## src/rtl/core/sdt_pkg.sv

```systemverilog
`timescale 1ns / 1ps

package sdt_pkg;

  localparam int MaxDefects = 1024;
  localparam int IdxW       = $clog2(MaxDefects);
  localparam int CntW       = $clog2(MaxDefects + 1);
  localparam int OutCntW    = 11;
  localparam int EntryW     = 160;

  typedef enum logic [1:0] {
    OP_INSERT = 2'd0,
    OP_APPEND = 2'd1,
    OP_VERIFY = 2'd2,
    OP_CLEAR  = 2'd3
  } op_t;

  typedef enum logic [1:0] {
    ST_OK       = 2'd0,
    ST_FULL     = 2'd1,
    ST_MISMATCH = 2'd2
  } status_t;

  typedef struct packed {
    logic [1:0]         op;
    logic signed [31:0] cylinder;
    logic signed [31:0] head_number;
    logic signed [31:0] bit_from_index;
    logic signed [31:0] bit_count;
    logic signed [31:0] sector_number;
    logic [31:0]        expected_sum;
  } in_item_t;

  typedef struct packed {
    logic [1:0]  status;
    logic [10:0] insert_index;
    logic [10:0] entry_total;
    logic [31:0] running_sum;
  } out_item_t;

  // One stored entry: cylinder, head, bfi, bit count, sector.
  typedef struct packed {
    logic [31:0] cyl;
    logic [31:0] head;
    logic [31:0] bfi;
    logic [31:0] nbits;
    logic [31:0] sect;
  } entry_t;

  // Compare result of the new defect against one stored entry.
  typedef struct packed {
    logic stop;
  } cmp_t;

endpackage

```

## src/rtl/core/sdt_cmp.sv

```systemverilog
`timescale 1ns / 1ps

module sdt_cmp
  import sdt_pkg::*;
(
  input  entry_t      stored,
  input  entry_t      fresh,
  input  logic [31:0] unknown_marker,
  output cmp_t        res
);

  logic cyl_lt, head_lt, bfi_lt;

  // Signed cylinder, head, bfi ordering; a logical-sector entry stops the scan.
  always_comb begin
    cyl_lt  = $signed(fresh.cyl) < $signed(stored.cyl);
    head_lt = $signed(fresh.head) < $signed(stored.head);
    bfi_lt  = $signed(fresh.bfi) < $signed(stored.bfi);
    res.stop = (stored.bfi == unknown_marker) || cyl_lt ||
               ((fresh.cyl == stored.cyl) &&
                (head_lt || ((fresh.head == stored.head) && bfi_lt)));
  end

endmodule

```

## config.mk

```make
export PLATFORM = sky130hd
export DESIGN_NAME = sdt_cmp
export DESIGN_NICKNAME = d
export VERILOG_FILES = /design/src/rtl/core/sdt_pkg.sv /design/src/rtl/core/sdt_cmp.sv
export SDC_FILE = /design/constraint.sdc
export NUM_CORES = 1
export LEC_CHECK = 0
export ABC_CLOCK_PERIOD_IN_PS = 4720
export BUFFER_PORTS_ARGS = -buffer_cell sky130_fd_sc_hd__buf_2
export CORE_AREA = 8 8 132 134
export DETAILED_ROUTE_END_ITERATION = 12
export DIE_AREA = 0 0 140 142
export GPL_TIMING_DRIVEN = 0
export PLACE_DENSITY = 0.53
export SKIP_LAST_GASP = 1
export SLEW_MARGIN = 25
export SYNTH_ARGS = -nofsm -noshare
export SYNTH_HDL_FRONTEND = slang
export SYNTH_SLANG_ARGS = --single-unit
```

## constraint.sdc

```tcl
create_clock -name vclk -period 4.72
set_clock_uncertainty 0.2 [all_clocks]
set_input_delay 0.944 -clock vclk [all_inputs]
set_output_delay 0.944 -clock vclk [all_outputs]
set_load 0.01 [all_outputs]
```

==> summary.txt, run 1 <==
STA
  – # setup viols final: 0
  – Worst hold slack: approximately 2300 ps
  – Worst-Margin Slew: roughly 690 ps
  – Tmin final: approximately 4500 ps
  – F_max: ~220 MHz
  – Final hold viol count: 0
  – Max Slew Vio Count: 0
  – Unrepaired setup endpoints after global routing: false
  – Slew Limit Headroom: 0.535
  – Period utilization: 0.952

Pwr
  – Worst IR Drop VDD: roughly 0.026 mV
  – Leak pwr: around 2.6 nW
  – PwrDens: 76.3 nW/µm²

Floorplan
  – Die width: 140 µm
  – Num rows: between 40 and 50
  – Die ar.: slightly below 20000 µm²
  – Initial core utilization: 0.183
  – I/O pins: ~350
  – Die Height: 142 µm
  – Core Region: around 15000 µm²

Synth
  – Cells after Synth: 382
  – Ys Warns: 0
  – Post-Syn Nets: between 800 and 900
  – Synth unique cells: 40
  – Synth area leader: ha_1
  – Synthesized area per cell: 7.39 µm²
  – Seq/Total Area, Yosys: 0
  – Synth top area share: 0.421
  – Largest cells by area after synthesis: ha_1 42%, inv_1 13%, xnor2_1 9.9%
  – Mapped cell area: ~2800 µm²

Drt
  – Max layer used: met3
  – Iter 0 DRT Violations: 50
  – Routed met2 length: roughly 5.5 mm
  – Detail Route Antenna Nets: 0
  – Overall via count from detail_route: ~3400
  – 1st-pass router iterations: 4
  – Metal-1 WL: around 4.6 mm
  – WL final: approximately 11 mm
  – Avg WL per Cell: about 14 µm
  – DR DRC count: 0
  – Met3 WL: approximately 1.1 mm
  – Via density: 4.20

Global routing
  – Number of global-route vias before repair: approximately 3600
  – Largest net degree at the start of global routing: 5
  – GRT Util Overall: 0.105
  – Overflow after GRT: 0
  – First-pass GRT wire length: about 17 mm
  – Initial antenna violation count: 0

Status
  – Status: complete, no violations

Critical path
  – Required @ worst endpoint: approximately 3600 ps
  – Crit Path Class: in -> out
  – Max incr delay on CP: 420 ps
  – Cell mode on critical path: buf_2
  – Slowest cell on the critical path: or3b_4
  – CP max FO: 4
  – Crit. End Element: output port
  – Crit path DAT: approximately 3400 ps
  – CP cell instances: buf_2 -> ha_2 -> nand4_1 -> or3b_4 -> or3_4 -> nor3_2 -> o311ai_1 -> a211oi_2 -> a21bo_1 -> buf_2
  – CP Launch Type: primary input

Min path
  – Hold EP: res
  – Hold_sp: fresh[127]
  – Hold Path Class: in -> out
  – Cells on Worst Hold Path: 5

Finish
  – Share of cells above drive strength 1: 0.389
  – # nets final: 1056
  – Util after Layout: 0.273
  – Layout clock buffer count: 0
  – Commonest cells after routing, fill and taps aside: 225 x buf_2, 100 x inv_1, 94 x ha_1
  – Register area: 0 µm²
  – P&R area growth vs syn: 49.2%
  – Diode count: 0
  – Footprint of the multi-input gates: around 2500 µm²
  – FFs & Latches: 0
  – Commonest non-fill, non-tap cell in the layout: buf_2
  – Filler cells: ~1700

Run
  – Max_cap viols: 0

Placed design
  – Post-DP HPWL: 11.0 mm
  – Routability cong.: approximately 0.80
  – Number of buffers added on ports: between 200 and 250

Clock tree
  – Post-CTS Hold Buffers: 0
-- area by class of cell --
class	instances	area share
inverters	100	0.0891
repair buffers	225	0.267
well taps	192	0.0570
multi-input cells	282	0.587
-- Yosys cell counts --
cell type  instances
xnor2_1           32
and4b_1            1
ha_1              95
and2_1             1
a21bo_1            1
a2111oi_0          2
and3_2             1
or3_4              1
nor2_1             7
o311ai_1           2
nand2_1           15
and4_2             1
a221oi_1           3
nor3_2             1
o31ai_1            1
a21oi_1           30
o221ai_1           1
or3b_4             1
nand4_1           23
mux2i_1            1
a211oi_1           3
a21o_1            13
nand3_1            8
or4_1              2
a221o_1            2
a21o_2             1
or4b_1             1
o21ai_1            1
o211ai_1           2
and4_1             5
a2111oi_2          1
and3_1             1
nor3_1             1
nor4_1             4
inv_1            100
nor2b_1            3
a2111o_1           2
o21ai_0            9
a211o_1            1
o21a_1             2
-- worst max-delay path, delay by kind of cell --
family / cells / cell delay (ps)
AND/OR/NAND/NOR: 4 / 1180
AO/OA/AOI/OAI: 3 / 600
adder cells (fa/ha/maj): 1 / 380
buffers and inverters: 2 / 240
-- kinds of logic (layout without fill, tap and decap cells) --
logic type / count (synthesis) / count (layout) / synth area share
adder cells (fa/ha/maj): 95 / 95 / 0.421
XOR/XNOR: 32 / 32 / 0.0992
AO/OA/AOI/OAI: 77 / 77 / 0.182
AND/OR/NAND/NOR: 77 / 77 / 0.162
multiplexers: 1 / 1 / 0.00354
buffers and inverters: 100 / 325 / 0.133
-- worst max-delay path by stage --
| stage | start | endpoint | slack (ps) |
|---|---|---|---|
| floorplan | stored[154] | res | 610 |
| global placement | stored[159] | res | -40 |
| detailed placement | stored[159] | res | -50 |
| CTS | stored[73] | res | 60 |
| global route | fresh[159] | res | 20 |
| finish | fresh[159] | res | 220 |
-- repair_timing --
action | in CTS | in global routing
endpoints found under the setup margin | 1 | 1
buffers inserted | 0 | 0
pin swaps | 0 | 1
gates resized for setup | 1 | 4
-- metrics by stage --
stage	area (µm²)	total power, W	std cells	setup TNS [ps]	setup slack [ps]
3_3_place_gp	4190	0.000323	799	-35.6	-35.6
3_5_place_dp	4190	0.000325	799	-53.3	-53.3
4_1_cts	4200	0.000328	799	0	62.4
2_1_floorplan	2820	0.000172	382	0	614
5_1_grt	4210	0.000373	799	0	24.1
6_report	4210	0.000322	799	0	225
-- per-layer routing --
| layer | global-route usage | up-vias |
|---|---|---|
| met3 | 0.0325 | 0 |
| met4 | 0 | 0 |
| met1 | 0.120 | 1419 |
| met2 | 0.197 | 145 |
| li1 | - | 1795 |
| met5 | 0 | - |
-- power breakdown --
part,internal [W],switching [W],leakage [nW]
registers,0,0,0
clock network,0,0,0
logic,0.000172,0.000149,2.56
No activity file was read; power rests on OpenSTA's default activity.
==> run 2, diff against run 1 <==
--- a/config.mk
+++ b/config.mk
@@ -7,11 +7,13 @@
 export LEC_CHECK = 0
 export ABC_CLOCK_PERIOD_IN_PS = 4720
 export BUFFER_PORTS_ARGS = -buffer_cell sky130_fd_sc_hd__buf_2
-export CORE_AREA = 8 8 132 134
+export CELL_PAD_IN_SITES_DETAIL_PLACEMENT = 1
+export CELL_PAD_IN_SITES_GLOBAL_PLACEMENT = 1
+export CORE_AREA = 8 8 143 112
 export DETAILED_ROUTE_END_ITERATION = 12
-export DIE_AREA = 0 0 140 142
+export DIE_AREA = 0 0 151 120
 export GPL_TIMING_DRIVEN = 0
-export PLACE_DENSITY = 0.53
+export PLACE_DENSITY = 0.87
 export SKIP_LAST_GASP = 1
 export SLEW_MARGIN = 25
 export SYNTH_ARGS = -nofsm -noshare
==> run 2 against run 1 <==
- sequential cell count unchanged
- fmax decreased by 0.21%
- utilization increased by 2.9 points
- critical path depth increased by 1
- total power increased by 2.6%
- sequential share of layout area unchanged
- critical path type unchanged
- critical endpoint unchanged
- highest routed layer is now met4
==> summary.txt, run 2 (synthesis gave the netlist of run 1 again) <==
Finish
  – Footprint of the multi-input gates: between 2000 and 2500 µm²
  – FFs & Latches: 0
  – Util after Layout: 0.302
  – Commonest cells after routing, fill and taps aside: 225 x buf_2, 100 x inv_1, 95 x ha_1
  – P&R area growth vs syn: 48.3%
  – Register area: 0 µm²
  – # nets final: roughly 1100
  – Filler cells: roughly 1800
  – Share of cells above drive strength 1: 0.386
  – Commonest non-fill, non-tap cell in the layout: buf_2
  – Fin cells: between 700 and 800
  – Diode count: 0
  – Layout clock buffer count: 0

Drt
  – Detail Route Antenna Nets: 0
  – 1st-pass router iterations: 4
  – DR DRC count: 0
  – WL final: around 12 mm
  – Overall via count from detail_route: between 3000 and 4000
  – Avg WL per Cell: roughly 16 µm
  – Via density: 4.48
  – Iter 0 DRT Violations: 33

STA
  – Slew Limit Headroom: 0.509
  – Fin Setup TNS: 0 ps
  – Tmin final: 4500 ps
  – Post-route setup slack: between 200 and 250 ps
  – Period utilization: 0.954
  – Final hold viol count: 0
  – Max Slew Vio Count: 0
  – F_max: about 220 MHz
  – # setup viols final: 0
  – Worst-Margin Slew: between 700 and 800 ps
  – Unrepaired setup endpoints after global routing: false

Placed design
  – Placed cells: around 790
  – Setup WS pre-CTS: -8.50 ps
  – Routability cong.: between 0.8 and 0.9
  – Number of buffers added on ports: 225
  – Post-DP HPWL: between 10 and 15 mm

Critical path
  – CP max FO: 3
  – Required @ worst endpoint: ~3600 ps
  – Crit Path Class: in -> out
  – Crit path DAT: 3360 ps
  – Crit. End Element: output port
  – CP Launch Type: primary input

Pwr
  – Worst IR Drop VDD: about 0.029 mV
  – Overall power: roughly 0.00033 W
  – Leak pwr: approximately 2.6 nW
  – PwrDens: 78.7 nW/µm²

Clock tree
  – Setup bufs post-CTS: 0
  – Post-CTS Hold Buffers: 0

Floorplan
  – I/O pins: 353
  – Num rows: 38
  – Initial core utilization: 0.203
  – Die ar.: 18100 µm²
  – Die width: between 150 and 200 µm
  – Core Region: between 10000 and 15000 µm²
  – Die Height: around 120 µm

Global routing
  – Largest net degree at the start of global routing: 5
  – Overflow after GRT: 0
  – GRT Util Overall: 0.127
  – Number of global-route vias before repair: ~4000
  – First-pass GRT wire length: roughly 19 mm
  – Initial antenna violation count: 0

Status
  – Status: complete, no violations

Run
  – Max_cap viols: 0

Min path
  – Hold Path Class: in -> out
==> run 2: cell counts in the layout (fill, tap and decap cells not counted) <==
Identical to the previous run, type by type.
==> run 2: routing by layer <==
layer / global-route usage / share of wire
met2: 0.248 / 0.50
met1: 0.144 / 0.41
met4: 0.00308 / 0.0023
met3: 0.0301 / 0.081
met5: 0 / 0
==> run 2: where the power goes <==
| group | leakage [nW] | total [W] | internal [W] | switching [W] |
|---|---|---|---|---|
| clock network | 0 | 0 | 0 | 0 |
| registers | 0 | 0 | 0 | 0 |
| logic | 2.56 | 0.000330 | 0.000173 | 0.000157 |
==> run 2: through the flow <==
| stage | hold slack (ps) | instance area [µm²] |
|---|---|---|
| 2_1_floorplan | 2070 | 2820 |
| 3_3_place_gp | 2350 | 4180 |
| 3_5_place_dp | 2370 | 4180 |
| 4_1_cts | 2370 | 4180 |
| 5_1_grt | 2410 | 4190 |
| 6_report | 2350 | 4190 |
==> run 2: area by class of cell <==
class / instances / share of cell area
inverters: 100 / 0.0896
multi-input cells: 282 / 0.588
well taps: 180 / 0.0538
repair buffers: 225 / 0.269
==> run 2: critical path: stages <==
cell and delay (ps):
buf_2 80, inv_1 30, ha_1 290, and4_1 220, or3b_4 260, a21oi_1 40
a211o_1 330, or4b_1 540, a211oi_1 220, a21bo_1 240, buf_2 140
==> run 2: worst paths after layout <==
check	depth (start not counted)	startpoint	slack [ps]	to
min	5	fresh[127]	2350	res
max	11	stored[155]	220	res
==> run 2: timing repair <==
| action | 4_1_cts | 5_1_grt |
|---|---|---|
| setup endpoints to repair | 1 | 1 |
| resized for setup | 1 | 1 |
| pin swaps | 0 | 0 |
==> run 3, diff against run 2 <==
==> constraint.sdc (replaced) <==
create_clock -name vclk -period 4.72
set_clock_uncertainty 0.2 [all_clocks]
set_input_delay 1.18 -clock vclk [all_inputs]
set_output_delay 1.18 -clock vclk [all_outputs]
set_load 0.01 [all_outputs]
==> run 3 against run 2 <==
- the run now ends with setup timing left
- setup slack got worse by 340 ps
- die area did not move
- critical endpoint unchanged
- largest cell class unchanged
- count of clock-buffer cells in the layout did not move
- routed wire length rose by 6.4%
- total power rose by 15%
- utilization rose by 3.0 points
- fmax fell by 7.1%
- sequential share of layout area did not move
- final cell count rose by 0.64%
==> summary.txt, run 3 (synthesis gave the netlist of run 1 again) <==
Status
  – Status: finished with violations
  – Failing checks: setup timing

Critical path
  – Required @ worst endpoint: around 3300 ps
  – Worst Setup SP: stored[155]
  – Cell mode on critical path: buf_6
  – CP max FO: 3
  – Worst path top cell family by delay: simple AND/OR/NAND/NOR gates
  – CP Launch Type: primary input
  – CP cell instances: buf_6 -> inv_4 -> ha_4 -> and4_4 -> or3b_4 -> buf_6 -> nor4_4 -> and4_1 -> and3_4 -> a211oi_2 -> a21bo_2 -> buf_6
  – Crit. End Element: output port
  – Crit path DAT: about 3500 ps
  – Critical Path End: res
  – Buf+Inv Stages, Crit Path: 4
  – Slowest cell on the critical path: or3b_4
  – CP Depth: 12
  – Max incr delay on CP: 410 ps
  – Crit Path Class: in -> out

Placed design
  – Routability cong.: between 0.8 and 0.9
  – Placed cells: 787
  – Post-DP HPWL: roughly 12 mm
  – Number of buffers added on ports: between 200 and 250
  – Setup WS pre-CTS: -481 ps

STA
  – Unrepaired setup endpoints after global routing: true
  – Final hold viol count: 0
  – Slew Limit Headroom: 0.502
  – F_max: 206 MHz
  – Tmin final: between 4000 and 5000 ps
  – # setup viols final: 1
  – Worst hold slack: ~2800 ps
  – Post-route setup slack: -129 ps
  – Max Slew Vio Count: 0
  – Fin Setup TNS: -129 ps
  – Worst-Margin Slew: approximately 740 ps
  – Period utilization: 1.03

Finish
  – Commonest non-fill, non-tap cell in the layout: buf_2
  – # nets final: about 1100
  – Layout clock buffer count: 0
  – Util after Layout: 0.331
  – FFs & Latches: 0
  – Fin cells: between 700 and 800
  – Register area: 0 µm²
  – Commonest cells after routing, fill and taps aside: 215 x buf_2, 87 x inv_1, 79 x ha_1
  – P&R area growth vs syn: 62.9%
  – Share of cells above drive strength 1: 0.461
  – Diode count: 0

Drt
  – Overall via count from detail_route: ~3600
  – WL final: about 13 mm
  – DR DRC count: 0
  – Avg WL per Cell: about 17 µm
  – 1st-pass router iterations: 4
  – Metal-1 WL: between 5 and 6 mm
  – Routed met2 length: 6.90 mm
  – Via density: approximately 4.5
  – Iter 0 DRT Violations: between 40 and 50
  – Met3 WL: 972 µm
  – Max layer used: met4
  – Detail Route Antenna Nets: 0

Floorplan
  – Die width: about 150 µm
  – Die ar.: roughly 18000 µm²
  – Die Height: ~120 µm
  – Initial core utilization: 0.203
  – Core Region: 13900 µm²
  – Num rows: 38
  – I/O pins: about 350

Clock tree
  – Post-CTS Hold Buffers: 0

Global routing
  – First-pass GRT wire length: about 20 mm
  – GRT Util Overall: 0.136
  – Initial antenna violation count: 0
  – Largest net degree at the start of global routing: 5
  – Number of global-route vias before repair: 4050
  – Overflow after GRT: 0

Pwr
  – Psw: 0.000178 W
  – Sw frac: 0.469
  – PwrDens: between 80 and 90 nW/µm²
  – Seq pwr share: 0
  – Worst IR Drop VDD: roughly 0.033 mV
  – Combinational share of power: 1.000
  – Clock power share: 0
  – Internal power: 0.000201 W
  – Leak pwr: 2.63 nW

Run
  – Max_cap viols: 0

Min path
  – Hold Path Class: in -> out
run 3: routing by layer:
layer	vias up	global-route usage
li1	1807	-
met1	1650	0.151
met2	139	0.269
met3	2	0.0297
met4	0	0.00432
met5	-	0
run 3: worst min path at each step:
stage | start | endpoint | slack (ps) | cells past startpoint
floorplan | fresh[127] | res | 2540 | 3
global placement | fresh[127] | res | 2820 | 5
detailed placement | fresh[127] | res | 2850 | 5
CTS | fresh[127] | res | 2850 | 5
global route | fresh[127] | res | 2880 | 5
finish | fresh[127] | res | 2840 | 5
run 3: power groups by stage:
stage / Sequential, W / Clock (W) / Combinational, W
floorplan: 0 / 0 / 0.000172
global placement: 0 / 0 / 0.000317
detailed placement: 0 / 0 / 0.000334
CTS: 0 / 0 / 0.000376
global route: 0 / 0 / 0.000425
finish: 0 / 0 / 0.000379
run 3: final cells by class:
| cell class | count | area [µm²] |
|---|---|---|
| multi-input combinational | 282 | 2770 |
| fill | 1756 | 9280 |
| tap | 180 | 225 |
| timing repair buffer | 230 | 1230 |
| inverter | 100 | 378 |
run 3: timing repair:
item,in CTS,in global routing
setup endpoints to repair,1,1
resized for setup,55,11
pin swaps,32,7
setup buffers,5,0
run 3: per-stage QoR:
step                total power [W]  area, µm²
finish                     0.000379       4600
global route               0.000425       4600
CTS                        0.000376       4560
detailed placement         0.000334       4180
global placement           0.000317       4180
floorplan                  0.000172       2820
